===== config.mk =====
export PLATFORM = sky130hd
export DESIGN_NAME = clipped_stamp_blit_top
export DESIGN_NICKNAME = d
export VERILOG_FILES = /design/src/sv/csb_pkg.sv /design/src/sv/csb_store.sv /design/src/sv/csb_clip.sv /design/src/sv/clipped_stamp_blit_top.sv
export SDC_FILE = /design/constraint.sdc
export NUM_CORES = 2
export LEC_CHECK = 0
export BUFFER_PORTS_ARGS = -buffer_cell sky130_fd_sc_hd__buf_2
export CAP_MARGIN = 25
export CORE_AREA = 2 2 812 410
export CTS_CLUSTER_DIAMETER = 120
export DETAILED_ROUTE_END_ITERATION = 8
export DIE_AREA = 0 0 814 412
export PLACE_DENSITY = 0.79
export SYNTH_ARGS = -nofsm -noshare
export SYNTH_HDL_FRONTEND = slang
export SYNTH_SLANG_ARGS = --single-unit

===== constraint.sdc =====
create_clock -name clk_i -period 7.6 [get_ports clk_i]
set_input_delay 0.76 -clock clk_i [delete_from_list [all_inputs] [get_ports clk_i]]
set_output_delay 0.76 -clock clk_i [all_outputs]
set_load 0.01 [all_outputs]

===== src/sv/csb_pkg.sv =====
// ----------------------------------------------------------------------------
// csb_pkg
// shared types and constants of the clipped stamp blit
// ----------------------------------------------------------------------------
package csb_pkg;

  // item opcodes
  typedef enum logic {
    OP_LOAD  = 1'b0,
    OP_STAMP = 1'b1
  } op_e;

  // configuration register indexes
  typedef enum logic [2:0] {
    REG_STAMP_WIDTH  = 3'd0,
    REG_STAMP_HEIGHT = 3'd1,
    REG_ANCHOR_X     = 3'd2,
    REG_ANCHOR_Y     = 3'd3,
    REG_DEST_WIDTH   = 3'd4,
    REG_DEST_HEIGHT  = 3'd5
  } reg_e;

  // sequencer states
  typedef enum logic [1:0] {
    ST_IDLE,
    ST_SETUP,
    ST_RUN
  } state_e;

  localparam int unsigned CFG_INDEX_W = 3;
  localparam int unsigned CFG_DATA_W  = 13;

  // reset values of the registers
  localparam logic [6:0]        RST_STAMP_WIDTH  = 7'd3;
  localparam logic [6:0]        RST_STAMP_HEIGHT = 7'd3;
  localparam logic signed [7:0] RST_ANCHOR       = 8'sd0;
  localparam logic [12:0]       RST_DEST_SIDE    = 13'd4096;

  // stamp store contents after reset: the first rows hold a small square
  localparam int unsigned RESET_ROWS     = 3;
  localparam logic [63:0] RESET_ROW_BITS = 64'h7;

  // signed coordinate wide enough for point minus anchor plus stamp size
  typedef logic signed [15:0] coord_t;

  // clip result of one stamp item
  typedef struct packed {
    logic        empty;
    coord_t      y0;
    coord_t      y_last;
    logic [11:0] col;
    logic [6:0]  len;
    logic [5:0]  sx;
    logic [5:0]  sy;
  } clip_t;

  // row in flight between the store read and the output register
  typedef struct packed {
    logic [11:0] row;
    logic [11:0] col;
    logic [6:0]  len;
    logic [5:0]  sx;
    logic        last;
  } meta_t;

endpackage


===== src/sv/csb_store.sv =====
// ----------------------------------------------------------------------------
// csb_store
// stamp row memory, one write and one registered read port
// ----------------------------------------------------------------------------
module csb_store #(
  parameter int unsigned Depth = 64,
  parameter int unsigned IdxW  = $clog2(Depth)
) (
  input  logic            clk_i,
  input  logic            rst_ni,
  input  logic            we_i,
  input  logic [IdxW-1:0] waddr_i,
  input  logic [63:0]     wdata_i,
  input  logic            re_i,
  input  logic [IdxW-1:0] raddr_i,
  output logic [63:0]     rdata_o
);

  logic [63:0]      mem_q [Depth];
  logic [Depth-1:0] vld_q;
  logic [63:0]      rdata_q;
  logic             rd_vld_q;
  logic             rd_dflt_q;

  always_ff @(posedge clk_i) begin
    if (we_i) begin
      mem_q[waddr_i] <= wdata_i;
    end
    if (re_i) begin
      rdata_q <= mem_q[raddr_i];
    end
  end

  // written rows; an unwritten row reads as its reset contents
  always_ff @(posedge clk_i or negedge rst_ni) begin
    if (!rst_ni) begin
      vld_q     <= '0;
      rd_vld_q  <= 1'b0;
      rd_dflt_q <= 1'b0;
    end else begin
      if (we_i) begin
        vld_q[waddr_i] <= 1'b1;
      end
      if (re_i) begin
        rd_vld_q  <= vld_q[raddr_i];
        rd_dflt_q <= raddr_i < IdxW'(csb_pkg::RESET_ROWS);
      end
    end
  end

  always_comb begin
    if (rd_vld_q) begin
      rdata_o = rdata_q;
    end else if (rd_dflt_q) begin
      rdata_o = csb_pkg::RESET_ROW_BITS;
    end else begin
      rdata_o = '0;
    end
  end

endmodule


===== src/sv/csb_clip.sv =====
// ----------------------------------------------------------------------------
// csb_clip
// clips the placed stamp rectangle against the destination grid
// ----------------------------------------------------------------------------
module csb_clip #(
  parameter int unsigned MaxStampSide = 64,
  parameter int unsigned MaxDestSide  = 4096
) (
  input  csb_pkg::coord_t dx_i,
  input  csb_pkg::coord_t dy_i,
  input  logic [6:0]      stamp_width_i,
  input  logic [6:0]      stamp_height_i,
  input  logic [12:0]     dest_width_i,
  input  logic [12:0]     dest_height_i,
  output csb_pkg::clip_t  clip_o
);

  localparam logic [6:0]  StampMax = 7'(MaxStampSide);
  localparam logic [16:0] DestMax  = 17'(MaxDestSide);

  logic [6:0]      w, h;
  logic [12:0]     dw, dh;
  csb_pkg::coord_t x0, x1, xe, y0, y1, ye;
  csb_pkg::coord_t sx, sy, len;

  always_comb begin
    // sizes above the supported maximum saturate
    w  = (stamp_width_i  > StampMax) ? StampMax : stamp_width_i;
    h  = (stamp_height_i > StampMax) ? StampMax : stamp_height_i;
    dw = ({4'd0, dest_width_i}  > DestMax) ? 13'(MaxDestSide) : dest_width_i;
    dh = ({4'd0, dest_height_i} > DestMax) ? 13'(MaxDestSide) : dest_height_i;

    x0 = (dx_i > 16'sd0) ? dx_i : 16'sd0;
    xe = dx_i + csb_pkg::coord_t'({9'd0, w});
    x1 = (xe < csb_pkg::coord_t'({3'd0, dw})) ? xe : csb_pkg::coord_t'({3'd0, dw});
    y0 = (dy_i > 16'sd0) ? dy_i : 16'sd0;
    ye = dy_i + csb_pkg::coord_t'({9'd0, h});
    y1 = (ye < csb_pkg::coord_t'({3'd0, dh})) ? ye : csb_pkg::coord_t'({3'd0, dh});

    sx  = x0 - dx_i;
    sy  = y0 - dy_i;
    len = x1 - x0;

    clip_o.empty  = (w == '0) || (h == '0) || (dw == '0) || (dh == '0) ||
                    (x1 <= x0) || (y1 <= y0);
    clip_o.y0     = y0;
    clip_o.y_last = y1 - 16'sd1;
    clip_o.col    = x0[11:0];
    clip_o.len    = len[6:0];
    clip_o.sx     = sx[5:0];
    clip_o.sy     = sy[5:0];
  end

endmodule


===== src/sv/clipped_stamp_blit_top.sv =====
// ----------------------------------------------------------------------------
// clipped_stamp_blit_top
// stores a binary stamp and emits its clipped rows at a destination point
// ----------------------------------------------------------------------------
// input channel (in_valid_i / in_stall_o): op_i selects a load item, which
// writes row_bits_i to stamp row row_index_i, or a stamp item, which places
// the stamp at point_x_i / point_y_i minus the anchor.
// output channel (out_valid_o / out_stall_i): one item per visible stamp row,
// top to bottom, with destination row and first column, run length and the
// cell bits aligned to that column; last_o marks the final row of a stamp.
// a fully clipped stamp or a zero size gives no output item.
// timing: a load item is written to the store as it is taken. a stamp item
// is clipped in the setup state, then gives one row per cycle while the
// output is not stalled, a rate set by the single read port of the stamp
// memory; each row passes the store read stage and the output register.
// the block takes one item at a time; in_stall_o is high while a stamp item
// is being clipped or its rows are being read out. a stall on the output
// freezes the read pipeline in place; nothing is lost. reset: registers
// return to their defaults and the store reads as a 3x3 square in its top
// rows, zero elsewhere, until rows are loaded. the user writes configuration
// through cfg_we_i while the block is idle; the block does not enforce it.
// ----------------------------------------------------------------------------
module clipped_stamp_blit_top #(
  parameter int unsigned MAX_STAMP_SIDE = 64,
  parameter int unsigned MAX_DEST_SIDE  = 4096
) (
  input  logic                            clk_i,
  input  logic                            rst_ni,
  // configuration
  input  logic                            cfg_we_i,
  input  logic [csb_pkg::CFG_INDEX_W-1:0] cfg_index_i,
  input  logic [csb_pkg::CFG_DATA_W-1:0]  cfg_data_i,
  // input items
  input  logic                            in_valid_i,
  output logic                            in_stall_o,
  input  logic                            op_i,
  input  logic [5:0]                      row_index_i,
  input  logic [63:0]                     row_bits_i,
  input  logic signed [12:0]              point_x_i,
  input  logic signed [12:0]              point_y_i,
  // result items
  output logic                            out_valid_o,
  input  logic                            out_stall_i,
  output logic [11:0]                     dest_row_o,
  output logic [11:0]                     dest_col_o,
  output logic [6:0]                      run_length_o,
  output logic [63:0]                     cell_bits_o,
  output logic                            last_o
);

  localparam int unsigned IdxW = $clog2(MAX_STAMP_SIDE);

  // configuration registers
  logic [6:0]        stamp_width_q, stamp_height_q;
  logic signed [7:0] anchor_x_q, anchor_y_q;
  logic [12:0]       dest_width_q, dest_height_q;

  always_ff @(posedge clk_i or negedge rst_ni) begin
    if (!rst_ni) begin
      stamp_width_q  <= csb_pkg::RST_STAMP_WIDTH;
      stamp_height_q <= csb_pkg::RST_STAMP_HEIGHT;
      anchor_x_q     <= csb_pkg::RST_ANCHOR;
      anchor_y_q     <= csb_pkg::RST_ANCHOR;
      dest_width_q   <= csb_pkg::RST_DEST_SIDE;
      dest_height_q  <= csb_pkg::RST_DEST_SIDE;
    end else if (cfg_we_i) begin
      unique case (cfg_index_i)
        csb_pkg::REG_STAMP_WIDTH:  stamp_width_q  <= cfg_data_i[6:0];
        csb_pkg::REG_STAMP_HEIGHT: stamp_height_q <= cfg_data_i[6:0];
        csb_pkg::REG_ANCHOR_X:     anchor_x_q     <= cfg_data_i[7:0];
        csb_pkg::REG_ANCHOR_Y:     anchor_y_q     <= cfg_data_i[7:0];
        csb_pkg::REG_DEST_WIDTH:   dest_width_q   <= cfg_data_i;
        csb_pkg::REG_DEST_HEIGHT:  dest_height_q  <= cfg_data_i;
        default: begin
          // unused indexes are dropped
        end
      endcase
    end
  end

  // sequencer
  csb_pkg::state_e state_q, state_d;
  csb_pkg::clip_t  clip;

  logic            in_acc;
  logic            stamp_acc;
  logic            load_we;
  logic            advance;
  logic            issue;
  logic            last_issue;

  // placed origin, captured when the stamp item is taken
  csb_pkg::coord_t dx_q, dx_d, dy_q, dy_d;

  // row walk of the current stamp item
  csb_pkg::coord_t cur_row_q, cur_row_d;
  csb_pkg::coord_t y_last_q, y_last_d;
  logic [IdxW-1:0] srow_q, srow_d;
  logic [11:0]     col_q, col_d;
  logic [6:0]      len_q, len_d;
  logic [5:0]      sx_q, sx_d;

  // read stage and output register
  logic            s1_valid_q, s1_valid_d;
  csb_pkg::meta_t  s1_meta_q, s1_meta_d;
  logic            out_valid_q, out_valid_d;
  logic [11:0]     out_row_q, out_row_d;
  logic [11:0]     out_col_q, out_col_d;
  logic [6:0]      out_len_q, out_len_d;
  logic [63:0]     out_bits_q, out_bits_d;
  logic            out_last_q, out_last_d;

  logic [63:0]     rdata;
  logic [63:0]     run_mask;

  assign in_stall_o = (state_q != csb_pkg::ST_IDLE);
  assign in_acc     = in_valid_i && !in_stall_o;
  assign stamp_acc  = in_acc && (op_i == csb_pkg::OP_STAMP);

  // loads beyond the store depth are ignored
  assign load_we = in_acc && (op_i == csb_pkg::OP_LOAD) &&
                   ({1'b0, row_index_i} < 7'(MAX_STAMP_SIDE));

  // the whole read pipeline moves when the output register can take a row
  assign advance    = !out_valid_q || !out_stall_i;
  assign issue      = (state_q == csb_pkg::ST_RUN) && advance;
  assign last_issue = issue && (cur_row_q == y_last_q);

  csb_clip #(
    .MaxStampSide (MAX_STAMP_SIDE),
    .MaxDestSide  (MAX_DEST_SIDE)
  ) u_clip (
    .dx_i           (dx_q),
    .dy_i           (dy_q),
    .stamp_width_i  (stamp_width_q),
    .stamp_height_i (stamp_height_q),
    .dest_width_i   (dest_width_q),
    .dest_height_i  (dest_height_q),
    .clip_o         (clip)
  );

  csb_store #(
    .Depth (MAX_STAMP_SIDE),
    .IdxW  (IdxW)
  ) u_store (
    .clk_i   (clk_i),
    .rst_ni  (rst_ni),
    .we_i    (load_we),
    .waddr_i (row_index_i[IdxW-1:0]),
    .wdata_i (row_bits_i),
    .re_i    (issue),
    .raddr_i (srow_q),
    .rdata_o (rdata)
  );

  // next state
  always_comb begin
    state_d = state_q;
    unique case (state_q)
      csb_pkg::ST_IDLE: begin
        if (stamp_acc) begin
          state_d = csb_pkg::ST_SETUP;
        end
      end
      csb_pkg::ST_SETUP: begin
        state_d = clip.empty ? csb_pkg::ST_IDLE : csb_pkg::ST_RUN;
      end
      csb_pkg::ST_RUN: begin
        if (last_issue) begin
          state_d = csb_pkg::ST_IDLE;
        end
      end
      default: state_d = csb_pkg::ST_IDLE;
    endcase
  end

  // row walk registers
  always_comb begin
    dx_d      = dx_q;
    dy_d      = dy_q;
    cur_row_d = cur_row_q;
    y_last_d  = y_last_q;
    srow_d    = srow_q;
    col_d     = col_q;
    len_d     = len_q;
    sx_d      = sx_q;
    unique case (state_q)
      csb_pkg::ST_IDLE: begin
        if (stamp_acc) begin
          dx_d = csb_pkg::coord_t'(point_x_i) - csb_pkg::coord_t'(anchor_x_q);
          dy_d = csb_pkg::coord_t'(point_y_i) - csb_pkg::coord_t'(anchor_y_q);
        end
      end
      csb_pkg::ST_SETUP: begin
        cur_row_d = clip.y0;
        y_last_d  = clip.y_last;
        srow_d    = clip.sy[IdxW-1:0];
        col_d     = clip.col;
        len_d     = clip.len;
        sx_d      = clip.sx;
      end
      csb_pkg::ST_RUN: begin
        if (issue) begin
          cur_row_d = cur_row_q + 16'sd1;
          srow_d    = srow_q + IdxW'(1);
        end
      end
      default: begin
      end
    endcase
  end

  // pipeline: store read, then align and mask into the output register
  always_comb begin
    s1_valid_d     = s1_valid_q;
    s1_meta_d      = s1_meta_q;
    out_valid_d    = out_valid_q;
    out_row_d      = out_row_q;
    out_col_d      = out_col_q;
    out_len_d      = out_len_q;
    out_bits_d     = out_bits_q;
    out_last_d     = out_last_q;
    run_mask       = s1_meta_q.len[6] ? '1 : ((64'd1 << s1_meta_q.len[5:0]) - 64'd1);
    if (advance) begin
      s1_valid_d     = issue;
      s1_meta_d.row  = cur_row_q[11:0];
      s1_meta_d.col  = col_q;
      s1_meta_d.len  = len_q;
      s1_meta_d.sx   = sx_q;
      s1_meta_d.last = last_issue;
      out_valid_d    = s1_valid_q;
      out_row_d      = s1_meta_q.row;
      out_col_d      = s1_meta_q.col;
      out_len_d      = s1_meta_q.len;
      out_bits_d     = (rdata >> s1_meta_q.sx) & run_mask;
      out_last_d     = s1_meta_q.last;
    end
  end

  always_ff @(posedge clk_i or negedge rst_ni) begin
    if (!rst_ni) begin
      state_q     <= csb_pkg::ST_IDLE;
      s1_valid_q  <= 1'b0;
      out_valid_q <= 1'b0;
    end else begin
      state_q     <= state_d;
      s1_valid_q  <= s1_valid_d;
      out_valid_q <= out_valid_d;
    end
  end

  always_ff @(posedge clk_i) begin
    dx_q       <= dx_d;
    dy_q       <= dy_d;
    cur_row_q  <= cur_row_d;
    y_last_q   <= y_last_d;
    srow_q     <= srow_d;
    col_q      <= col_d;
    len_q      <= len_d;
    sx_q       <= sx_d;
    s1_meta_q  <= s1_meta_d;
    out_row_q  <= out_row_d;
    out_col_q  <= out_col_d;
    out_len_q  <= out_len_d;
    out_bits_q <= out_bits_d;
    out_last_q <= out_last_d;
  end

  assign out_valid_o  = out_valid_q;
  assign dest_row_o   = out_row_q;
  assign dest_col_o   = out_col_q;
  assign run_length_o = out_len_q;
  assign cell_bits_o  = out_bits_q;
  assign last_o       = out_last_q;

endmodule


## Word-level counts from Yosys, hierarchy flattened

Memory sizes are Yosys's and may differ from the RTL's. A register that Yosys moved wholly into a read port is not among the register bits.
Index checks and enable logic that the tools add are counted.

- Register bits after elaboration: 351
- RAM bits: 4,096
- Output and inout port bits: 98
- Logic and storage cells: 129
- Memories: 1

Memories:

| memory | depth | bits a word | read ports | clocked after Yosys merged registers in | wr ports | RTL line | RTL |
|---|---|---|---|---|---|---|---|
| u_store.mem_q | 64 | 64 | 1 | 1 | 1 | csb_store.sv:19 | `logic [63:0] mem_q [Depth];` |

- Add/sub/neg operators: 11
- $lt $le $gt $ge: 14
- Eq/ne operators: 11
- Shifts and indexed selects: 2
- Muxes and demuxes: 25
- Bitwise gates (word level): 3
- Reductions and logical operators: 32

Operator list:

| operator | number |
|---|---|
| $mux 64 | 2 |
| $mux 16 | 5 |
| $and 64x64->64 | 1 |
| $or 64x64->64 | 1 |
| $shl 1x6->64 const A | 1 |
| $shr 64x6->64 | 1 |
| $sub 64x1->64 const B | 1 |
| $le 16x16->1 | 2 |
| $lt 16x14->1 | 2 |
| $pmux 16 s2 | 1 |
| $add 14x8->15 | 2 |
| $gt 14x1->1 const B | 2 |
| $sub 13x8->14 | 2 |
| $gt 13x13->1 const B | 2 |
| $logic_not 13->1 | 2 |
| $mux 13 | 2 |
| $reduce_and 2->1 | 9 |
| $add 16x2->16 const B | 1 |
| $eq 16x16->1 | 1 |
| $sub 16x2->16 const B | 1 |
| $gt 7x7->1 const B | 2 |
| $logic_not 7->1 | 2 |
| $lt 6x7->1 const B | 2 |
| $mux 7 | 2 |
| other kinds (26) | 49 |

## Longest topological paths before layout

- Depth in word-level cells: 10
- Gate-level depth with buffers: 30
- Gate-level depth less buffers: 30

## By module

A second synthesis with hierarchy kept.

- Cells, all modules: 8,991
- Area, all modules: 182,680.2 µm²

By module, submodules not included:

| module | times used | cells each | area each (µm²) | seq. area each (µm²) |
|---|---|---|---|---|
| csb_store | 1 | 6,885 | 161,228.4 | 126,571.4 |
| clipped_stamp_blit_top | 1 | 1,512 | 17,429.2 | 8,265.4 |
| csb_clip | 1 | 594 | 4,022.6 | 0.0 |

## Least setup slack after synthesis

Ideal clock, no wire load.

- Kind: in2reg
- Start point: in out_stall_i
- End point: reg u_store.rd_vld_q
- Library setup time: 128 ps
- Arrival: 6,107 ps
- Path slack: 1,365 ps
- Stages on the path: 4
- Path buffers: 0
- Cell sequence: nand2_1 > nand2_1 > inv_1 > mux2_2

- Longest elaborated chain between the ends: 3

Ends and longest elaborated chain:

| what | RTL line | RTL |
|---|---|---|
| start: declaration | clipped_stamp_blit_top.sv:43 | `input logic out_stall_i,` |
| $logic_not 1->1 | clipped_stamp_blit_top.sv:125 | `assign advance = !out_valid_q \|\| !out_stall_i;` |
| $logic_or 1x1->1 | clipped_stamp_blit_top.sv:125 |  |
| $logic_and 1x1->1 | clipped_stamp_blit_top.sv:126 | `assign issue = (state_q == csb_pkg::ST_RUN) && advance;` |
| net issue | clipped_stamp_blit_top.sv:89 | `logic issue;` |
| end signal: assignment | csb_store.sv:45 | `rd_vld_q <= vld_q[raddr_i];` |
| end: declaration | csb_store.sv:22 | `logic rd_vld_q;` |

The timed path passes the listed nets, and every way through them passes these cells.
A chain may end at the register's enable or synchronous reset.

## Final worst setup path

- Start point: reg stamp_height_q[6]
- End point: reg state_q[1]

- Longest elaborated chain between the ends: 10

Ends and longest elaborated chain:

| what | RTL line | RTL |
|---|---|---|
| start: declaration | clipped_stamp_blit_top.sv:54 | `logic [6:0] stamp_width_q, stamp_height_q;` |
| start signal: assignment | clipped_stamp_blit_top.sv:61 | `stamp_height_q <= csb_pkg::RST_STAMP_HEIGHT;` |
| start signal: assignment | clipped_stamp_blit_top.sv:69 | `csb_pkg::REG_STAMP_HEIGHT: stamp_height_q <= cfg_data_i[6:0];` |
| $gt 7x7->1 | csb_clip.sv:29 | `h = (stamp_height_i > StampMax) ? StampMax : stamp_height_i;` |
| $mux 7 * | csb_clip.sv:29 |  |
| branches (longest 5 deep; another with $lt 16x14->1) | - |  |
| $logic_or 1x1->1 * | csb_clip.sv:45 | `(x1 <= x0) \|\| (y1 <= y0);` |
| $mux 2 * | clipped_stamp_blit_top.sv:166 | `state_d = clip.empty ? csb_pkg::ST_IDLE : csb_pkg::ST_RUN;` |
| $pmux 2 s3 * | clipped_stamp_blit_top.sv:159 | `unique case (state_q)` |
| end signal: assignment | clipped_stamp_blit_top.sv:242 | `state_q <= csb_pkg::ST_IDLE;` |
| end signal: assignment | clipped_stamp_blit_top.sv:246 | `state_q <= state_d;` |
| end: declaration | clipped_stamp_blit_top.sv:82 | `csb_pkg::state_e state_q, state_d;` |

Mark *: on every way between the ends.

==> results.json <==
{
  "cts_root_buf": "clkbuf_16",
  "wire_per_inst_um": 43.2,
  "ant_nets": 0,
  "drc_errors": 0,
  "ys_types": 92,
  "fin_crit_ps": 7110,
  "grtUsageMet1_pct": 49.2,
  "global_route.usage.met2_pct": 45.3,
  "hold_depth": 1,
  "ys_async_sr_fraction_pct": 2.79,
  "place_congestion": 0.922,
  "grt_pass1_wl_mm": 775,
  "p_leak_nw": 63.6,
  "clk_latency_ps": 950,
  "track_usage_pct": 33.8,
  "path_class": "flip-flop to flip-flop",
  "yosysMostFrequentCell": "edfxtp_1",
  "synth_top_area_share_pct": 73.2,
  "cpPeakStageDelay_ps": 770,
  "regArea_mm2": 0.135,
  "start_kind": "flip-flop",
  "vdd_drop_max_mv": 0.328,
  "fin_crit_sh_pct": 93.5,
  "fin_nets": 8788,
  "dieWidth_um": 814,
  "stdcell_count": 13300,
  "pin_count": 216,
  "relSlewSlack_pct": 19.9,
  "max_freq_ghz": 0.141,
  "worstPathMaxFanout": 12,
  "initial_core_util_pct": 54.8,
  "antenna_found_initial": 60,
  "cts_max_level": 5,
  "slowest_stage": "o311ai_0",
  "synthesis.area_mm2": 0.180,
  "wl_mm": 572,
  "use_met3_pct": 15.9,
  "grt_max_degree": 154,
  "drtIter0Drc": 19600,
  "slew_viol_final": 0,
  "r2r_setup_slack_ps": 490,
  "ctsLongestPathBuffers": 4,
  "end_kind": "flip-flop",
  "r2r_cells": 28,
  "n_fill_cell": 21300,
  "holdWs_ps": 81.5,
  "yosys_warnings": 0,
  "hold_end": "u_store.mem_q[46][21]",
  "area_growth_pct": 11.7,
  "viasPerCell": 7.35,
  "cts_tree": "built",
  "dp_cells": 12500,
  "r2r-start": "stamp_height_q[6]",
  "cts_sinks": 4511,
  "status": "finished, final reports clean",
  "worstMarginPinSlew_ps": 1200,
  "hold_violations": 0,
  "core_area_mm2": 0.328,
  "arrival_ps": 7890,
  "max_cap_viol_count": 0,
  "fin_tns_setup_ps": 0,
  "post-route-util_pct": 61.2,
  "grt_pass1_vias": 93900,
  "synth_area_leaders": "edfxtp_1 (73%), mux4_2 (18%), dfrtp_1 (1.7%)",
  "hold_path.startpoint": "row_bits_i[21]",
  "yosysSeqAreaShare_pct": 75.0,
  "grt-busiest-layer": "met1",
  "synth_commonest_cells": "edfxtp_1 (4385), mux4_2 (1419), clkbuf_1 (309)",
  "post_route_cells_drive_above_1_share_pct": 31.1,
  "multi_input_area_mm2": 0.0435,
  "grt-ovfl-total": 0,
  "required_ps": 8380,
  "numPortBuffers": 215,
  "syn_inst": 8101,
  "synth_edf_count": 4385,
  "die_area_mm2": 0.335,
  "finalInstanceArea_mm2": 0.201,
  "syn_area_per_cell_um2": 22.2,
  "fp.dieH_um": 412,
  "place_hpwl_mm": 309,
  "timing.rr.end": "state_q[1]",
  "place_area_mm2": 0.188,
  "firstDrtPassIters": 8,
  "synth_largest_area_cell": "edfxtp_1",
  "ys_seq_elements": 4511,
  "post_cts_buffers": 0,
  "via_count": 97400,
  "rsz0062_at_grt": "no",
  "finClkSkew_ps": 47.5,
  "synth-main-ff-cell": "edfxtp_1",
  "clk_pin_slew_ps": 70,
  "cts-buffers-inserted": 357,
  "finalSetupViolations": 0,
  "power_per_cell_area_mw_per_mm2": 332,
  "num_rows": 149,
  "hp-class": "input pin to flip-flop"
}
logic make-up after synthesis:
logic type	Yosys count	share of synthesized area (%)
adders and majority gates	107	0.766
xor gates and xnor gates	96	0.468
buffers and inverters	520	1.11
DFF	4511	75.0
other	1	0.00209
AOI/OAI and AO/OA	458	1.68
and+or+nand+nor	839	2.29
muxes	1569	18.7
placed cells by master, fill, tap and decap left out, drive strengths merged, types with 12 or more instances in the layout:
cell type     n
bufinv       36
mux4       1419
nor2b        43
nand3        78
a21o         18
xor2         47
xnor2        49
dfrtp       120
mux2        112
nand4        17
buf         537
inv          97
clkinv      153
ha          102
nor2        195
edfxtp     4385
a221oi       14
a211oi       23
a31oi        13
nor4         12
a21oi       101
nor3         63
o21a         26
clkbuf      434
or2          75
o211ai       21
diode        28
mux2i        38
and3         12
nand2b       41
o21ai       125
nand2       237
through the flow:
stage	total power, W	setup WS, ps
2_1_floorplan	0.0406	1360
5_1_grt	0.0681	6.79
3_5_place_dp	0.0470	634
3_3_place_gp	0.0467	504
4_1_cts	0.0660	594
6_report	0.0667	490
layout make-up:
class	instances	area share, %
multi-input combinational	3073	21.7
clock buffer	434	4.71
sequential	4511	67.2
clock inverter	211	0.992
inverter	82	0.155
antenna	28	0.0349
timing repair buffer	538	2.54
tap	4379	2.73
registers in the layout, indices dropped and copies added, names as in the netlist, 14 cells and up:
signal / flops
dx_q: 14
cur_row_q: 16
y_last_q: 16
dy_q: 14
u_store.vld_q: 64
u_store.mem_q: 4096
s1_meta_q: 38
cell_bits_o: 64
u_store.rdata_q: 64
critical path, delay by kind of cell (launching register included):
kind                       cells  cell delay, ps
AOI/OAI and AO/OA             10            2910
xor gates and xnor gates       1             100
adders and majority gates      4            1310
buffers and inverters          2             370
DFF                            1             480
muxes                          1              90
and+or+nand+nor               10            1680
repair_timing:
action | in CTS | in global routing
hold buffers | 1 | 0
gates resized for setup | 0 | 1
endpoints found under the hold margin | 47 | 0
endpoints found under the setup margin | 0 | 4
where the power goes:
part,switching [W],internal (W),leakage [nW],total (W)
combinational,0.0104,0.00788,16.7,0.0183
sequential,0.000833,0.0283,41.3,0.0292
clock,0.00904,0.0101,5.63,0.0192
layer usage:
| layer | wire length (um) | share of wire [%] |
|---|---|---|
| met5 | 373 | 0.065 |
| met4 | 23500 | 4.1 |
| met3 | 111000 | 19 |
| met2 | 235000 | 41 |
| met1 | 202000 | 35 |
how the worst max path moves through the flow:
stage	start	to	depth (start not counted)
4_1_cts	stamp_height_q[0]	state_q[1]	29
5_1_grt	stamp_height_q[0]	state_q[1]	29
3_5_place_dp	stamp_height_q[0]	state_q[1]	29
3_3_place_gp	stamp_height_q[0]	state_q[1]	29
2_1_floorplan	out_stall_i	u_store.rd_vld_q	4
6_report	stamp_height_q[6]	state_q[1]	28
No activity file was read; power rests on OpenSTA's default activity.
